$ cat src/rtl/core/kvi_ram.sv
// generic simple dual port ram with registered read
module kvi_ram #(
  parameter int WIDTH = 8,
  parameter int DEPTH = 16
) (
  input  logic                     clk,
  input  logic                     we,
  input  logic [$clog2(DEPTH)-1:0] waddr,
  input  logic [WIDTH-1:0]         wdata,
  input  logic [$clog2(DEPTH)-1:0] raddr,
  output logic [WIDTH-1:0]         rdata
);

  logic [WIDTH-1:0] mem_r [DEPTH];
  logic [WIDTH-1:0] rdata_r;

  always_ff @(posedge clk) begin
    if (we) begin
      mem_r[waddr] <= wdata;
    end
    rdata_r <= mem_r[raddr];
  end

  assign rdata = rdata_r;

endmodule

$ cat config.mk
export PLATFORM = sky130hd
export DESIGN_NAME = kvi_ram
export DESIGN_NICKNAME = d
export VERILOG_FILES = /design/src/rtl/core/kvi_ram.sv
export SDC_FILE = /design/constraint.sdc
export NUM_CORES = 1
export LEC_CHECK = 0
export BUFFER_PORTS_ARGS = -buffer_cell sky130_fd_sc_hd__buf_2
export CAP_MARGIN = 15
export CORE_MARGIN = 4
export CORE_UTILIZATION = 35
export CTS_BUF_LIST = sky130_fd_sc_hd__clkbuf_4
export DETAILED_ROUTE_END_ITERATION = 12
export PLACE_DENSITY_LB_ADDON = 0.25
export SETUP_SLACK_MARGIN = 0.05
export SLEW_MARGIN = 5
export SYNTH_ARGS = -nofsm -noshare
export SYNTH_HDL_FRONTEND = slang
export SYNTH_SLANG_ARGS = --single-unit
$ cat constraint.sdc
create_clock -name clk -period 4.1 [get_ports clk]
set_input_delay 0.41 -clock clk [delete_from_list [all_inputs] [get_ports clk]]
set_output_delay 0.41 -clock clk [all_outputs]
set_load 0.005 [all_outputs]
* Word level (Yosys, flattened, before mapping)
Memory sizes are Yosys's and may differ from the RTL's. A register that Yosys moved wholly into a read port is not among the register bits.
Index checks and enable logic that the tools add are counted.
** Storage, ports and cells
- Input bits :: 18
- Bits in writable memories :: 128
- Word-level logic and storage cells :: 3
- Memories :: 1
- Register bits :: 0
** Cells by class
- Multiplexer cells :: 2
** Memories
- mem_r :: words 16, bits a word 8, read ports 1, clocked after memory_dff 1, write ports 1, RTL line 14 : logic [WIDTH-1:0] mem_r [DEPTH];
** Operators with widths (number)
- $mux W1 :: 2

* Depth between registers and ports, before layout
Gate-level depths: netlist of the first run.
- Word-level depth :: 2
- Depth in mapped cells :: 5
- Mapped depth without buffers :: 3

* Worst setup path after synthesis of the first run
Ideal clock, no wire load.
- Kind :: input-to-reg
- Start point :: input port waddr[2]
- End point :: memory mem_r[0][0] (enable)
- Setup slack :: 2.197 ns
- Arrival :: 1.520 ns
- Stages on the path :: 2
- Path buffers :: 0
- Setup time :: 0.383 ns
- Data required time :: 3.717 ns
- Cell sequence :: or3b_2 -> nor3_1
** RTL lines
- start, declared :: RTL line 8 : input logic [$clog2(DEPTH)-1:0] waddr,
- end, declared :: RTL line 14
Straight into the memory's write port.

==> run metrics, run 1 <==
area grow syn2layout=12.2%; fin nets=approximately 280; first-pass GRT wire length=about 16 mm; die area=16,700 sq um; number of I/O port buffers=25; kind of critical path=in -> reg; max-slew violations=0; Worst-Margin Slew=1100 ps; DR WL/cell=21.9 um; WL final=10.1 mm; Root Driver=clkbuf_4; CP Data Required Time=~4500 ps; CTS tree=yes; FF-to-FF setup slack=around 2700 ps; HPWL Detailed=6.39 mm; Synth Area in Simple Gates=under 10%; die width=around 130 um; layout cells sized above 1=27.6%; Final Hold Fails=0; fmax=0.515 GHz; Finish-stage setup viols=0; Seq/Total Area, Yosys=77.8%; Post-Syn Nets=247; relative slew slack=a little over a quarter; number of remaining DRC errors=0; antenna diode count=0; overall power=2.71 mW; Reg-to-Reg End=rdata[3]$_DFF_P_; H-tree depth=4; routed via count=2,318; Std-Cell Rows=44; initial antenna violation count=0; Crit Path Max Fanout=32; Clock Skews=13.3 ps; pwr/cell area=about 470 nW/um^2; VDD IR max=0.000179 V; Hold Crit Depth=1; GRT Overall Usage=between 10% and 20%; pin count of the biggest net entering global routing=33; yosys warns=0; initial DRC count=roughly 130; Design Area, Final=5780 sq um; RR Startpoint=mem_r[5][3]$_DFFE_PP_; Leak=1.88 nW; mux share of post-synthesis cell area=between 10% and 20%; # fillers=around 1,300; CP arrival=2320 ps; largest family of logic cells by synthesized area=multiplexers; R2R depth=3; Synth Instances=229; GR Overflow Total=0; post-CTS resize count=0; status=finished clean; Worst Hold Class=in -> reg; CTS Buf Count=17; Hold-fix buffers, CTS=0; Final min period=1940 ps; clock slew at reported path FFs=120 ps; CP endpoint kind=flop; setup_tns=0 ps; number of global-route vias before repair=2,481; post-layout util=around two fifths; worst hold path startpoint=wdata[6]; hold endpoint=mem_r[12][6]$_DFFE_PP_; Compound-Gate Fraction of Synth Area=2.33%; fin crit share=47.4%; Synth Area in Adders=0%; CP Launch Type=input port; Worst Setup Slack, final=2160 ps; Max-Cap Viols=0; Synth Area in XOR/XNOR=0%; #FFs+latches synth=136; clk sinks=136; DR pass1 iterations=5; GP Congestion=0.684; Synth Cell Area=5150 sq um; Netlist cell types=19; Placed Area=5440 sq um; RSZ-0062 raised after global routing=false; initial core utilization=35.6%; vias per inst=5.01; core box area=14,500 sq um; buffer count from post-CTS setup fixing=0; Skew-Pair Late Insertion Delay=500 ps; Final ANT Viol Nets=0; die span in y=129 um; Post-Place Setup Slack=1610 ps; IO Pins=26; syn avg cell area=22.5 sq um; CTS Buffer Depth=2
==> state kept, by name, indices dropped and copies added (netlist names) <==
| register | cells |
|---|---|
| rdata | 8 |
| mem_r | 128 |
==> cell type report <==
cell class                      instances  area (sq um)  share of cell area [%]
Clock buffer                           17           128                    2.21
Clock inverter                         15           208                    3.60
Multi-Input combinational cell         83          1060                    18.4
Sequential cell                       136          4000                    69.3
Tap cell                              184           230                    3.99
Timing Repair Buffer                   28           145                    2.51
==> worst max path at each step <==
stage,from,end,slack (ps),depth (start not counted)
after global routing,raddr[0],rdata[3]$_DFF_P_,2060,4
final,raddr[0],rdata[3]$_DFF_P_,2160,4
after floorplan,waddr[2],mem_r[0][0]$_DFFE_PP_,2200,2
after detailed placement,raddr[0],rdata[1]$_DFF_P_,1610,4
after CTS,raddr[0],rdata[3]$_DFF_P_,2140,4
after global placement,waddr[2],mem_r[0][0]$_DFFE_PP_,1600,3
==> metal layers <==
metal | GRT usage (%) | routed length (um)
met5 | 0 | 0
met4 | 4.57 | 80
met3 | 3.79 | 538
met2 | 19.6 | 4790
met1 | 18.5 | 4730
==> cell families after synthesis <==
logic type      after synthesis
compound gates               16
mux                          32
flops                       136
simple gates                 35
buf+inv                      10
==> cells in the final DEF (no fill, tap or decap) <==
cell type	netlist	layout
edfxtp_1	128	128
buf_2	3	26
mux4_2	18	18
clkbuf_4	0	17
a22oi_1	16	16
mux4_1	14	14
nor2_1	13	13
nand2_1	9	9
dfxtp_1	8	8
bufinv_16	0	5
nor3_1	4	3
clkinvlp_4	0	3
clkinv_2	0	3
clkinv_1	0	3
nand3b_1	2	2
nand2b_1	2	2
buf_4	1	2
nor2b_1	1	1
and2_1	1	1
and2b_1	1	1
nand3_1	1	1
nor3_2	0	1
or3b_2	1	1
clkinv_4	0	1
==> cell usage after synthesis <==
| cell | n | area share [%] |
|---|---|---|
| nand2b_1 | 2 | 0.24 |
| mux4_1 | 14 | 7.1 |
| edfxtp_1 | 128 | 75 |
| nand3_1 | 1 | 0.097 |
| nand3b_1 | 2 | 0.29 |
| nand2_1 | 9 | 0.66 |
| nor2_1 | 13 | 0.95 |
| buf_6 | 3 | 0.66 |
| buf_2 | 3 | 0.29 |
| buf_4 | 1 | 0.15 |
| and2_1 | 1 | 0.12 |
| or3b_2 | 1 | 0.17 |
| clkdlybuf4s25_2 | 3 | 0.58 |
| nor2b_1 | 1 | 0.12 |
| a22oi_1 | 16 | 2.3 |
| and2b_1 | 1 | 0.15 |
| mux4_2 | 18 | 7.9 |
| dfxtp_1 | 8 | 3.1 |
| nor3_1 | 4 | 0.39 |
==> through the flow <==
step           hold slack, ps  std cells
2_1_floorplan             509        229
3_3_place_gp              651        430
3_5_place_dp              669        431
4_1_cts                   242        463
5_1_grt                   228        463
6_report                  289        463
==> where the power goes <==
part	internal (mW)	leakage, nW	switching (mW)
Sequential	1.55	1.22	0.0109
Clock	0.537	0.170	0.471
Combinational	0.0557	0.488	0.0802
Total	2.14	1.88	0.562
==> critical path, cell delays in order <==
cell     delay [ps]
buf_2           810
mux4_1          720
a22oi_1         260
nand2_1         110
(Power assumes the default switching activity.)
==> inputs of run 2 (changes only) <==
==> constraint.sdc (replaced) <==
create_clock -name clk -period 1.95 [get_ports clk]
set_input_delay 0.195 -clock clk [delete_from_list [all_inputs] [get_ports clk]]
set_output_delay 0.195 -clock clk [all_outputs]
set_load 0.005 [all_outputs]
==> run 2 against run 1 <==
Effect of this change:
- wire length is 1.4% higher
- largest cell class unchanged
- sequential power is 110% higher
- highest routed layer unchanged
- critical path type is now reg -> reg
- die area stayed put
- utilization is 0.81 points higher
==> run metrics, run 2 (synthesized netlist as in run 1, its figures left out) <==
initial DRC count=223 (+70%); Reg-to-Reg End=rdata[1]$_DFF_P_; CP endpoint kind=flop; GR Overflow Total=0 (unchanged); RR Startpoint=mem_r[1][1]$_DFFE_PP_; post-CTS resize count=0 (unchanged); Top Usage Layer GRT=met2; layout cells sized above 1=31.1% (+3.5 points); Worst Hold Class=in -> reg; pwr/cell area=899 nW/um^2 (+92%); Top delay family on crit path=multiplexers; Final Hold Fails=0 (unchanged); Final ANT Viol Nets=0 (unchanged); WL final=10.3 mm (+1.4%); # fillers=1,280 (+0.23%); final non-filler cell total=484 (+4.5%); GRT met2 Usage=21.3% (+1.8 points); VDD IR max=0.000295 V (+64%); setup_tns=0 ps (unchanged); Internal Dissipation=4.18 mW (+95%); switching pwr=1.12 mW (+99%); met1 Use GR=17.3% (-1.2 points); Biggest register=mem_r; area grow syn2layout=14.5%; Worst-Margin Slew=371 ps (-728 ps); fin crit share=approximately 73%; switching share of total power=21.1% (+0.39 points); max reg flops=128 (unchanged); R2R depth=3 (unchanged); CTS Buf Count=17 (unchanged); CTS Buffer Depth=2 (unchanged); Critical Path Max Stage Delay=510 ps (-300 ps); HPWL Detailed=6.65 mm (+4.1%); cell with the largest stage delay on the worst path=mux4_1; FF-to-FF setup slack=530 ps (-2140 ps); sequential power share=61.9% (+4.1 points); CP Data Required Time=2340 ps (-2140 ps); fin nets=304 (+7.0%); first-pass GRT wire length=15.6 mm (+0.48%); DR WL/cell=21.3 um (-3.0%); Skew-Pair Late Insertion Delay=510 ps (about the same); worst hold path startpoint=wdata[6]; IO Pins=26 (unchanged); number of global-route vias before repair=2,541 (+2.4%); pin count of the biggest net entering global routing=27 (-18%); Hold Crit Depth=1 (unchanged); CP arrival=1810 ps (-510 ps); Clk network pwr share=32.2% (-5.0 points); Root Driver=clkbuf_4; DR pass1 iterations=4 (-1); Comb pwr share=5.9% (+0.9 points); Max-Cap Viols=0 (unchanged); most frequent cells in the layout=edfxtp_1 (128), buf_2 (25), clkbuf_4 (20); relative slew slack=75.3% (+49 points); number of I/O port buffers=25 (unchanged); Clock Skews=12.4 ps (-0.857 ps); die width=129 um (unchanged); H-tree depth=4 (unchanged); critical-path cell list=mux4_1 > a22oi_1 > nand2_1; most common cell after layout, fill and taps aside=edfxtp_1; core box area=14,500 sq um (unchanged); routed via count=2,427 (+4.7%); Final min period=1420 ps; number of remaining DRC errors=0 (unchanged); initial core utilization=35.6% (unchanged); dpl cells=449 (+4.2%); clock slew at reported path FFs=110 ps (about the same); fmax=0.706 GHz; GRT Overall Usage=13.4% (+0.26 points); die area=16,700 sq um (unchanged); die span in y=129 um (unchanged); GR met3 Demand/Resource=3.71% (-0.082 points); hold endpoint=mem_r[11][6]$_DFFE_PP_; kind of critical path=reg -> reg; vias per inst=5.01 (+0.16%); Finish-stage setup viols=0 (unchanged); RSZ-0062 raised after global routing=false; Std-Cell Rows=44 (unchanged); Buffers & Inverters on Critical Path=0 (-1); max-slew violations=0 (unchanged); initial antenna violation count=1 (+1); CTS tree=yes; clk sinks=136 (unchanged); status=finished clean; Crit Path Max Fanout=1 (-97%); Leak=1.97 nW (+4.7%); GP Congestion=0.699 (+2.2%); CP Launch Type=flop
==> run 2: cell types whose count changed in the layout (fill, tap and decap cells not counted), moves of 2 or more <==
cell / previous run / this run
clkbuf_4: 17 / 20
dlygate4sd3_1: 0 / 2
buf_12: 0 / 3
buf_4: 2 / 18
bufinv_16: 5 / 2
==> run 2: layout make-up <==
type / count / area, sq um / area share [%]
multi-input combinational: 83 / 1060 / 17.9
clock inverter: 12 / 110 / 1.87
antenna: 1 / 2.50 / 0.0425
timing repair buffer: 48 / 340 / 5.77
clock buffer: 20 / 150 / 2.55
tap: 184 / 230 / 3.91
sequential: 136 / 4000 / 67.9
==> run 2: worst register-to-register path: cells and delay by family (launching register included) <==
family	cells	cell delay [ps]
AOI/OAI and AO/OA	1	330
DFF	1	370
and+or+nand+nor	1	90
muxes	1	510
==> run 2: worst max path at each step <==
stage	from	end	slack, ps	cells past startpoint
after floorplan	waddr[2]	mem_r[0][0]$_DFFE_PP_	260	2
after global placement	raddr[0]	rdata[4]$_DFF_P_	190	5
after detailed placement	raddr[0]	rdata[0]$_DFF_P_	210	5
after CTS	mem_r[1][1]$_DFFE_PP_	rdata[1]$_DFF_P_	540	3
after global routing	mem_r[1][1]$_DFFE_PP_	rdata[1]$_DFF_P_	500	3
final	mem_r[1][1]$_DFFE_PP_	rdata[1]$_DFF_P_	530	3
==> run 2: through the flow <==
stage               util [%]  power (mW)  hold WS [ps]  cell area [sq um]  setup WS [ps]
floorplan                  -        3.51           294               5150            262
global placement        38.8        3.66           579               5610            189
detailed placement      38.8        3.67           582               5610            209
CTS                     40.6        5.38        0.0952               5870            538
global route            40.7        5.56          1.04               5890            503
finish                  40.7        5.30          71.6               5890            534
==> run 2: per-layer routing <==
layer  share of wire [%]  wire [um]  up-vias
met5                   0          0        -
met2                  50       5110       49
li1                    -          -     1090
met1                  46       4700     1279
met4                0.96         99        0
met3                 3.7        379        9
==> run 2: power groups by stage <==
stage	Clock (mW)	Sequential [mW]	Combinational, mW
floorplan	0	3.34	0.166
global placement	0	3.35	0.314
detailed placement	0	3.35	0.319
CTS	1.78	3.28	0.320
global route	1.93	3.29	0.343
finish	1.71	3.28	0.313
==> run 2: what timing repair did <==
item / 4_1_cts / 5_1_grt
hold buffers: 0 / 2
hold endpoints to repair: 0 / 5
setup endpoints to repair: 0 / 0
buffers inserted: 0 / 0
